**src/hw/rtl/ccs_pkg.sv**
```systemverilog
package ccs_pkg;

    localparam int TAG_LENGTH = 8;
    localparam int FILL_W     = $clog2(TAG_LENGTH + 1);

    localparam logic [7:0] OPEN_BRACE  = 8'h7B;
    localparam logic [7:0] CLOSE_BRACE = 8'h7D;

    typedef logic [TAG_LENGTH-1:0][7:0] window_t;
    typedef logic [FILL_W-1:0]          fill_t;

    typedef struct packed {
        logic [7:0] data_byte;
        logic       byte_present;
        logic       end_of_text;
    } in_item_t;

    typedef struct packed {
        logic [7:0] out_byte;
        logic       out_present;
        logic       out_last;
    } out_item_t;

    typedef struct packed {
        logic      valid;
        out_item_t item;
    } push_t;

endpackage

```
**src/hw/rtl/ccs_tag_match.sv**
```systemverilog
module ccs_tag_match (
    input  ccs_pkg::window_t window,
    output logic             match
);

    function automatic logic is_hex(input logic [7:0] c);
        logic digit;
        logic upper;
        logic lower;
        digit = (c >= 8'h30) && (c <= 8'h39);
        upper = (c >= 8'h41) && (c <= 8'h46);
        lower = (c >= 8'h61) && (c <= 8'h66);
        return digit || upper || lower;
    endfunction

    logic [ccs_pkg::TAG_LENGTH-1:0] ok;

    always_comb
    begin
        ok[0] = (window[0] == ccs_pkg::OPEN_BRACE);
        ok[ccs_pkg::TAG_LENGTH-1] =
            (window[ccs_pkg::TAG_LENGTH-1] == ccs_pkg::CLOSE_BRACE);
        for (int k = 1; k < ccs_pkg::TAG_LENGTH - 1; k++)
        begin
            ok[k] = is_hex(window[k]);
        end
    end

    assign match = &ok;

endmodule

```
**src/hw/rtl/ccs_window.sv**
```systemverilog
module ccs_window (
    input  logic              clk,
    input  logic              rst_n,
    input  logic              item_valid,
    output logic              item_ready,
    input  ccs_pkg::in_item_t item,
    input  logic              queue_full,
    output ccs_pkg::push_t    push
);

    localparam int TL = ccs_pkg::TAG_LENGTH;

    ccs_pkg::window_t win_reg;
    ccs_pkg::window_t win_next;
    ccs_pkg::fill_t   fill_reg;
    ccs_pkg::fill_t   fill_next;
    logic             flushing_reg;
    logic             flushing_next;

    ccs_pkg::window_t win_add;
    ccs_pkg::window_t win_shift;
    ccs_pkg::window_t win_chk;
    ccs_pkg::window_t win_drain;
    ccs_pkg::fill_t   fill_add;
    ccs_pkg::fill_t   fill_chk;
    logic             full;
    logic             tag_hit;
    logic             emit;
    logic             accept;

    ccs_tag_match u_match (
        .window (win_add),
        .match  (tag_hit)
    );

    assign item_ready = !flushing_reg && !queue_full;
    assign accept     = item_valid && item_ready;

    always_comb
    begin
        // append the new byte at the fill position
        for (int k = 0; k < TL; k++)
        begin
            win_add[k] = (item.byte_present && (fill_reg == ccs_pkg::fill_t'(k)))
                       ? item.data_byte : win_reg[k];
        end
        fill_add = fill_reg + ccs_pkg::fill_t'(item.byte_present);
        full     = (fill_add == ccs_pkg::fill_t'(TL));

        for (int k = 0; k < TL - 1; k++)
        begin
            win_shift[k] = win_add[k + 1];
            win_drain[k] = win_reg[k + 1];
        end
        win_shift[TL-1] = win_add[TL-1];
        win_drain[TL-1] = win_reg[TL-1];

        emit     = full && !tag_hit;
        win_chk  = emit ? win_shift : win_add;
        fill_chk = full ? (tag_hit ? '0 : ccs_pkg::fill_t'(TL - 1)) : fill_add;
    end

    always_comb
    begin
        win_next      = win_reg;
        fill_next     = fill_reg;
        flushing_next = flushing_reg;
        push          = '0;
        if (flushing_reg)
        begin
            // drain one held byte per cycle while the output queue is not full
            if (!queue_full)
            begin
                push.valid            = 1'b1;
                push.item.out_byte    = win_reg[0];
                push.item.out_present = 1'b1;
                push.item.out_last    = (fill_reg == ccs_pkg::fill_t'(1));
                win_next              = win_drain;
                fill_next             = fill_reg - ccs_pkg::fill_t'(1);
                if (fill_reg == ccs_pkg::fill_t'(1))
                begin
                    flushing_next = 1'b0;
                end
            end
        end
        else if (accept)
        begin
            win_next  = win_chk;
            fill_next = fill_chk;
            if (emit)
            begin
                push.valid            = 1'b1;
                push.item.out_byte    = win_add[0];
                push.item.out_present = 1'b1;
                push.item.out_last    = 1'b0;
            end
            if (item.end_of_text)
            begin
                if (fill_chk == '0)
                begin
                    // nothing left: send an end-only marker
                    push.valid            = 1'b1;
                    push.item.out_byte    = '0;
                    push.item.out_present = 1'b0;
                    push.item.out_last    = 1'b1;
                end
                else
                begin
                    flushing_next = 1'b1;
                end
            end
        end
    end

    always_ff @(posedge clk or negedge rst_n)
    begin
        if (!rst_n)
        begin
            fill_reg     <= '0;
            flushing_reg <= 1'b0;
        end
        else
        begin
            fill_reg     <= fill_next;
            flushing_reg <= flushing_next;
        end
    end

    always_ff @(posedge clk)
    begin
        win_reg <= win_next;
    end

endmodule

```
**src/hw/rtl/ccs_out_queue.sv**
```systemverilog
module ccs_out_queue (
    input  logic               clk,
    input  logic               rst_n,
    input  ccs_pkg::push_t     push,
    output logic               full,
    output logic               result_valid,
    input  logic               result_ready,
    output ccs_pkg::out_item_t result
);

    ccs_pkg::out_item_t entry_reg [2];
    logic               wr_ptr_reg;
    logic               rd_ptr_reg;
    logic [1:0]         count_reg;
    logic [1:0]         count_next;
    logic               pop;

    assign full         = (count_reg == 2'd2);
    assign result_valid = (count_reg != 2'd0);
    assign result       = entry_reg[rd_ptr_reg];
    assign pop          = result_valid && result_ready;

    always_comb
    begin
        count_next = count_reg;
        if (push.valid && !pop)
        begin
            count_next = count_reg + 2'd1;
        end
        else if (pop && !push.valid)
        begin
            count_next = count_reg - 2'd1;
        end
    end

    always_ff @(posedge clk or negedge rst_n)
    begin
        if (!rst_n)
        begin
            wr_ptr_reg <= 1'b0;
            rd_ptr_reg <= 1'b0;
            count_reg  <= 2'd0;
        end
        else
        begin
            count_reg <= count_next;
            if (push.valid)
            begin
                wr_ptr_reg <= !wr_ptr_reg;
            end
            if (pop)
            begin
                rd_ptr_reg <= !rd_ptr_reg;
            end
        end
    end

    always_ff @(posedge clk)
    begin
        if (push.valid)
        begin
            entry_reg[wr_ptr_reg] <= push.item;
        end
    end

endmodule

```
**src/hw/rtl/colour_code_stripper_unit.sv**
```systemverilog
// Channel  | Handshake                  | Payload
// ---------+----------------------------+-------------------------------------
// input    | item_valid / item_ready    | item   (data_byte, byte_present, end_of_text)
// output   | result_valid / result_ready| result (out_byte, out_present, out_last)
//
// One byte item is taken per cycle while item_ready is high; bytes it releases
// land in a two-entry output queue the next cycle. An end item whose window still
// holds bytes drains them, one a cycle while the queue has room; item_ready is low.
// Reset clears the fill count, drain flag and queue pointers; window bytes
// are not reset. item_ready drops whenever the output queue is full.
module colour_code_stripper_unit (
    input  logic               clk,
    input  logic               rst_n,
    input  logic               item_valid,
    output logic               item_ready,
    input  ccs_pkg::in_item_t  item,
    output logic               result_valid,
    input  logic               result_ready,
    output ccs_pkg::out_item_t result
);

    ccs_pkg::push_t push;
    logic           queue_full;

    ccs_window u_window (
        .clk        (clk),
        .rst_n      (rst_n),
        .item_valid (item_valid),
        .item_ready (item_ready),
        .item       (item),
        .queue_full (queue_full),
        .push       (push)
    );

    ccs_out_queue u_queue (
        .clk          (clk),
        .rst_n        (rst_n),
        .push         (push),
        .full         (queue_full),
        .result_valid (result_valid),
        .result_ready (result_ready),
        .result       (result)
    );

endmodule
```
**config.mk**
```make
export PLATFORM = sky130hd
export DESIGN_NAME = colour_code_stripper_unit
export DESIGN_NICKNAME = d
export VERILOG_FILES = /design/src/hw/rtl/ccs_pkg.sv /design/src/hw/rtl/ccs_tag_match.sv /design/src/hw/rtl/ccs_window.sv /design/src/hw/rtl/ccs_out_queue.sv /design/src/hw/rtl/colour_code_stripper_unit.sv
export SDC_FILE = /design/constraint.sdc
export NUM_CORES = 1
export LEC_CHECK = 0
export ABC_AREA = 1
export BUFFER_PORTS_ARGS = -buffer_cell sky130_fd_sc_hd__buf_2
export CAP_MARGIN = 20
export CORE_ASPECT_RATIO = 1.1
export CORE_MARGIN = 2
export CORE_UTILIZATION = 35
export DETAILED_ROUTE_END_ITERATION = 6
export SLEW_MARGIN = 25
export SYNTH_ARGS = -nofsm -noshare
export SYNTH_HDL_FRONTEND = slang
export SYNTH_HIERARCHICAL = 1
export SYNTH_SLANG_ARGS = --single-unit
```
**constraint.sdc**
```tcl
create_clock -name clk -period 7.7 [get_ports clk]
set_clock_uncertainty 0.2 [all_clocks]
set_input_delay 1.54 -clock clk [delete_from_list [all_inputs] [get_ports clk]]
set_output_delay 1.54 -clock clk [all_outputs]
set_load 0.005 [all_outputs]
```
==> impl_metrics.tcl <==
set metrics [dict create \
    outcome "finished clean" \
    final.fill_count 1984 \
    timing.critical_path.slowest_stage_cell "nor2_1" \
    die_boundary_width_um 134.6 \
    drv_slew 0 \
    gr-total-overflow 0 \
    yosysWarnings 6 \
    clk_root_buffer_cell "clkbuf_16" \
    grt.met2_usage 0.3031 \
    proportion_of_synthesized_flip_flops_having_asynchronous_set_or_reset 0.09677 \
    ys_ff_latch 93 \
    critical_path.startpoint_type "input port" \
    finalWeightedCongestion 0.8714 \
    avgViaCountPerCell 4.681 \
    worstMarginPinSlew_ns 0.8067 \
    routed_wire_length_per_instance_um 13.70 \
    global_route.usage.met3 0.03224 \
    timing_worst_setup_path_type "in -> reg" \
    grt_antenna_before_repair 0 \
    mappedNetlistNets 1008 \
    postSynthAreaPerCell_um2 6.658 \
    worst-endpoint-required_ns 7.49 \
    synth.lib_cells_used.distinct 26 \
    finish.utilization 0.3854 \
    power_uw 3373 \
    postSynth.topFlopCell "edfxtp_1" \
    pin_count_of_the_biggest_net_entering_global_routing 72 \
    critPathArrivalTime_ns 5.09 \
    postCtsResizedCells 0 \
    row_cnt 52 \
    synth_top_area_share 0.3842 \
    final_period_minus_worst_setup_slack_ns 5.304 \
    vias 5791 \
    core_area_um2 18410 \
    fp.dieH_um 147.6 \
    use_met1 0.2319 \
    numPlacedInstances 1221 \
    worstHoldPathType "reg -> reg" \
    netlist_top_cells_count "nand2_1, inv_1, nand3_1" \
    min_period_over_period 0.6888 \
    synth.cell_area_um2 6565 \
    synth_seq_area_share 0.4185 \
    synth_top_cell_by_area "edfxtp_1" \
    post_cts.repair.setup_buffers 0 \
    cp_slowest_stage_delay_ns 0.61 \
    final_design_area_no_fill_um2 7096 \
    postRouteAntennaNets 0 \
    cts.sinks 93 \
    unrepaired_setup_endpoints_after_global_routing "no" \
    critical_path.cell_chain "buf_2 > nand2_1 > clkinv_1 > nand2_2 > nand2_1 > o21ai_0 > inv_1 > nor2_1 > nand2_1 > nand2_1 > nand2_1 > nand2_1 > nor2_1 > nand2_1 > nor2_2 > inv_1 > nand3_1 > nor2_4 > nand2_2 > nand2_1 > inv_1 > nand2_1 > inv_1 > nor2_1" \
    final_nets 1011 \
    grt_use_total 0.1776 \
    drt-initial-drc-count 476 \
    synthesis.instances 986 \
    detail_route.drc_violations 0 \
    worstPathMaxFanout 27 \
    fp.dieArea_um2 19870 \
    final-hold-violation-count 0 \
    number_of_global_route_vias_before_repair 5408 \
    design.portCount 26 \
    detailed_place.area_um2 6793 \
    fin_cells 1237 \
    first_pass_grt_wire_length_mm 27.64 \
    wl_mm 16.95 \
    antenna_cells_inserted 0 \
    synth_most_common_cell "nand2_1" \
    cap_violations 0 \
    cts_tree "yes" \
    slew_headroom 0.4602 \
    setup_violations 0 \
    fin_setup_tns_ns 0 \
    cts_stage_hold_buffer_count 0 \
    start_util 0.3566 \
    max-vdd-ir-drop_mv 0.2550 \
    timing.fmax_mhz 188.5 \
    synth_edf_count 84 \
    clock_tree_buf_depth 2 \
    clkSlewWorstSetupHoldPaths_ns 0.07 \
    first_pass_iters 4 \
    worst_setup_end_kind "flip-flop" \
    insertion_delay_ns 0.36 \
    busiest_layer "met2" \
    post_synth_main_area_contributors "edfxtp_1, nand2_1, inv_1" \
    tritoncts.num_buffers 9 \
    drive_above_1_share 0.06439 \
    power.leakage_uw 0.003865 \
    largest_register_ff_count 56 \
    power_per_cell_area_nw_per_um2 475.4 \
    critical_path.most_common_cell "nand2_1" \
    syn2layout_area_growth_pct 8.081 \
    hpwlAfterDp_mm 11.78 \
    cts_htree_levels 3 \
    port_buffers 25 \
]
where the power goes:
group,internal [uW],leakage [uW],switching (uW)
sequential,972,0.000936,147
clock,230,0.000144,221
combinational,549,0.00279,1250
stage by stage:
step / hold slack [ns] / setup WS [ns]
finish: 0.2797 / 2.396
detailed placement: 0.2682 / 2.021
floorplan: 0.2417 / 3.115
global placement: 0.2526 / 2.118
global route: 0.3223 / 1.938
CTS: 0.2848 / 2.283
per-layer routing:
metal | share of wire | vias to the layer above
li1 | - | 3041
met1 | 0.45 | 2596
met2 | 0.49 | 139
met3 | 0.049 | 15
met4 | 0.012 | 0
met5 | 0 | -
critical path: cells and delay by family:
kind            cells  cell delay, ns
simple gates       17            2.73
buf+inv             6            0.64
compound gates      1            0.16
worst paths after layout:
check	depth (start not counted)	slack, ns	endpoint	start
max	24	2.40	u_queue/entry_reg[0][6]	item[1]
min	2	0.28	u_queue/count_reg[1]	u_queue/count_reg[1]
max reg2reg	19	2.67	u_queue/entry_reg[0][6]	u_window/fill_reg[2]
min reg2reg	2	0.28	u_queue/count_reg[1]	u_queue/count_reg[1]
max in group asynchronous	1	6.26	u_window/flushing_reg	rst_n
min in group asynchronous	1	0.83	u_queue/count_reg[0]	rst_n
final cells by class:
cell class | count | area [um2] | share of cell area
Multi-Input combinational cell | 671 | 2893 | 0.4077
Sequential cell | 93 | 2749 | 0.3874
Inverter | 185 | 696.9 | 0.09822
Timing Repair Buffer | 29 | 155.1 | 0.02187
Tap cell | 243 | 304.0 | 0.04285
Clock inverter | 7 | 72.57 | 0.01023
Clock buffer | 9 | 225.2 | 0.03174
logic make-up (layout without fill, tap and decap cells):
group / after synthesis / count (layout) / share of synthesized area
and+or+nand+nor: 591 / 591 / 0.3650
buffers and inverters: 222 / 230 / 0.1431
DFF: 93 / 93 / 0.4185
AOI/OAI and AO/OA: 69 / 69 / 0.05413
adders and majority gates: 8 / 8 / 0.01525
xor gates and xnor gates: 3 / 3 / 0.004003
layout by cell type, fill, tap and decap left out, drive strengths merged, types with 4 or more instances in the layout:
cell    synthesis  routed
nor2           41      41
inv           182     187
clkinv          3       4
o21bai          4       4
nand3          90      90
clkbuf          8       9
nand2         451     451
ha              8       8
dfrtp           9       9
nand4           7       7
buf            29      29
edfxtp         84      84
o21ai          63      63
Power figures use the tool's default switching activity.
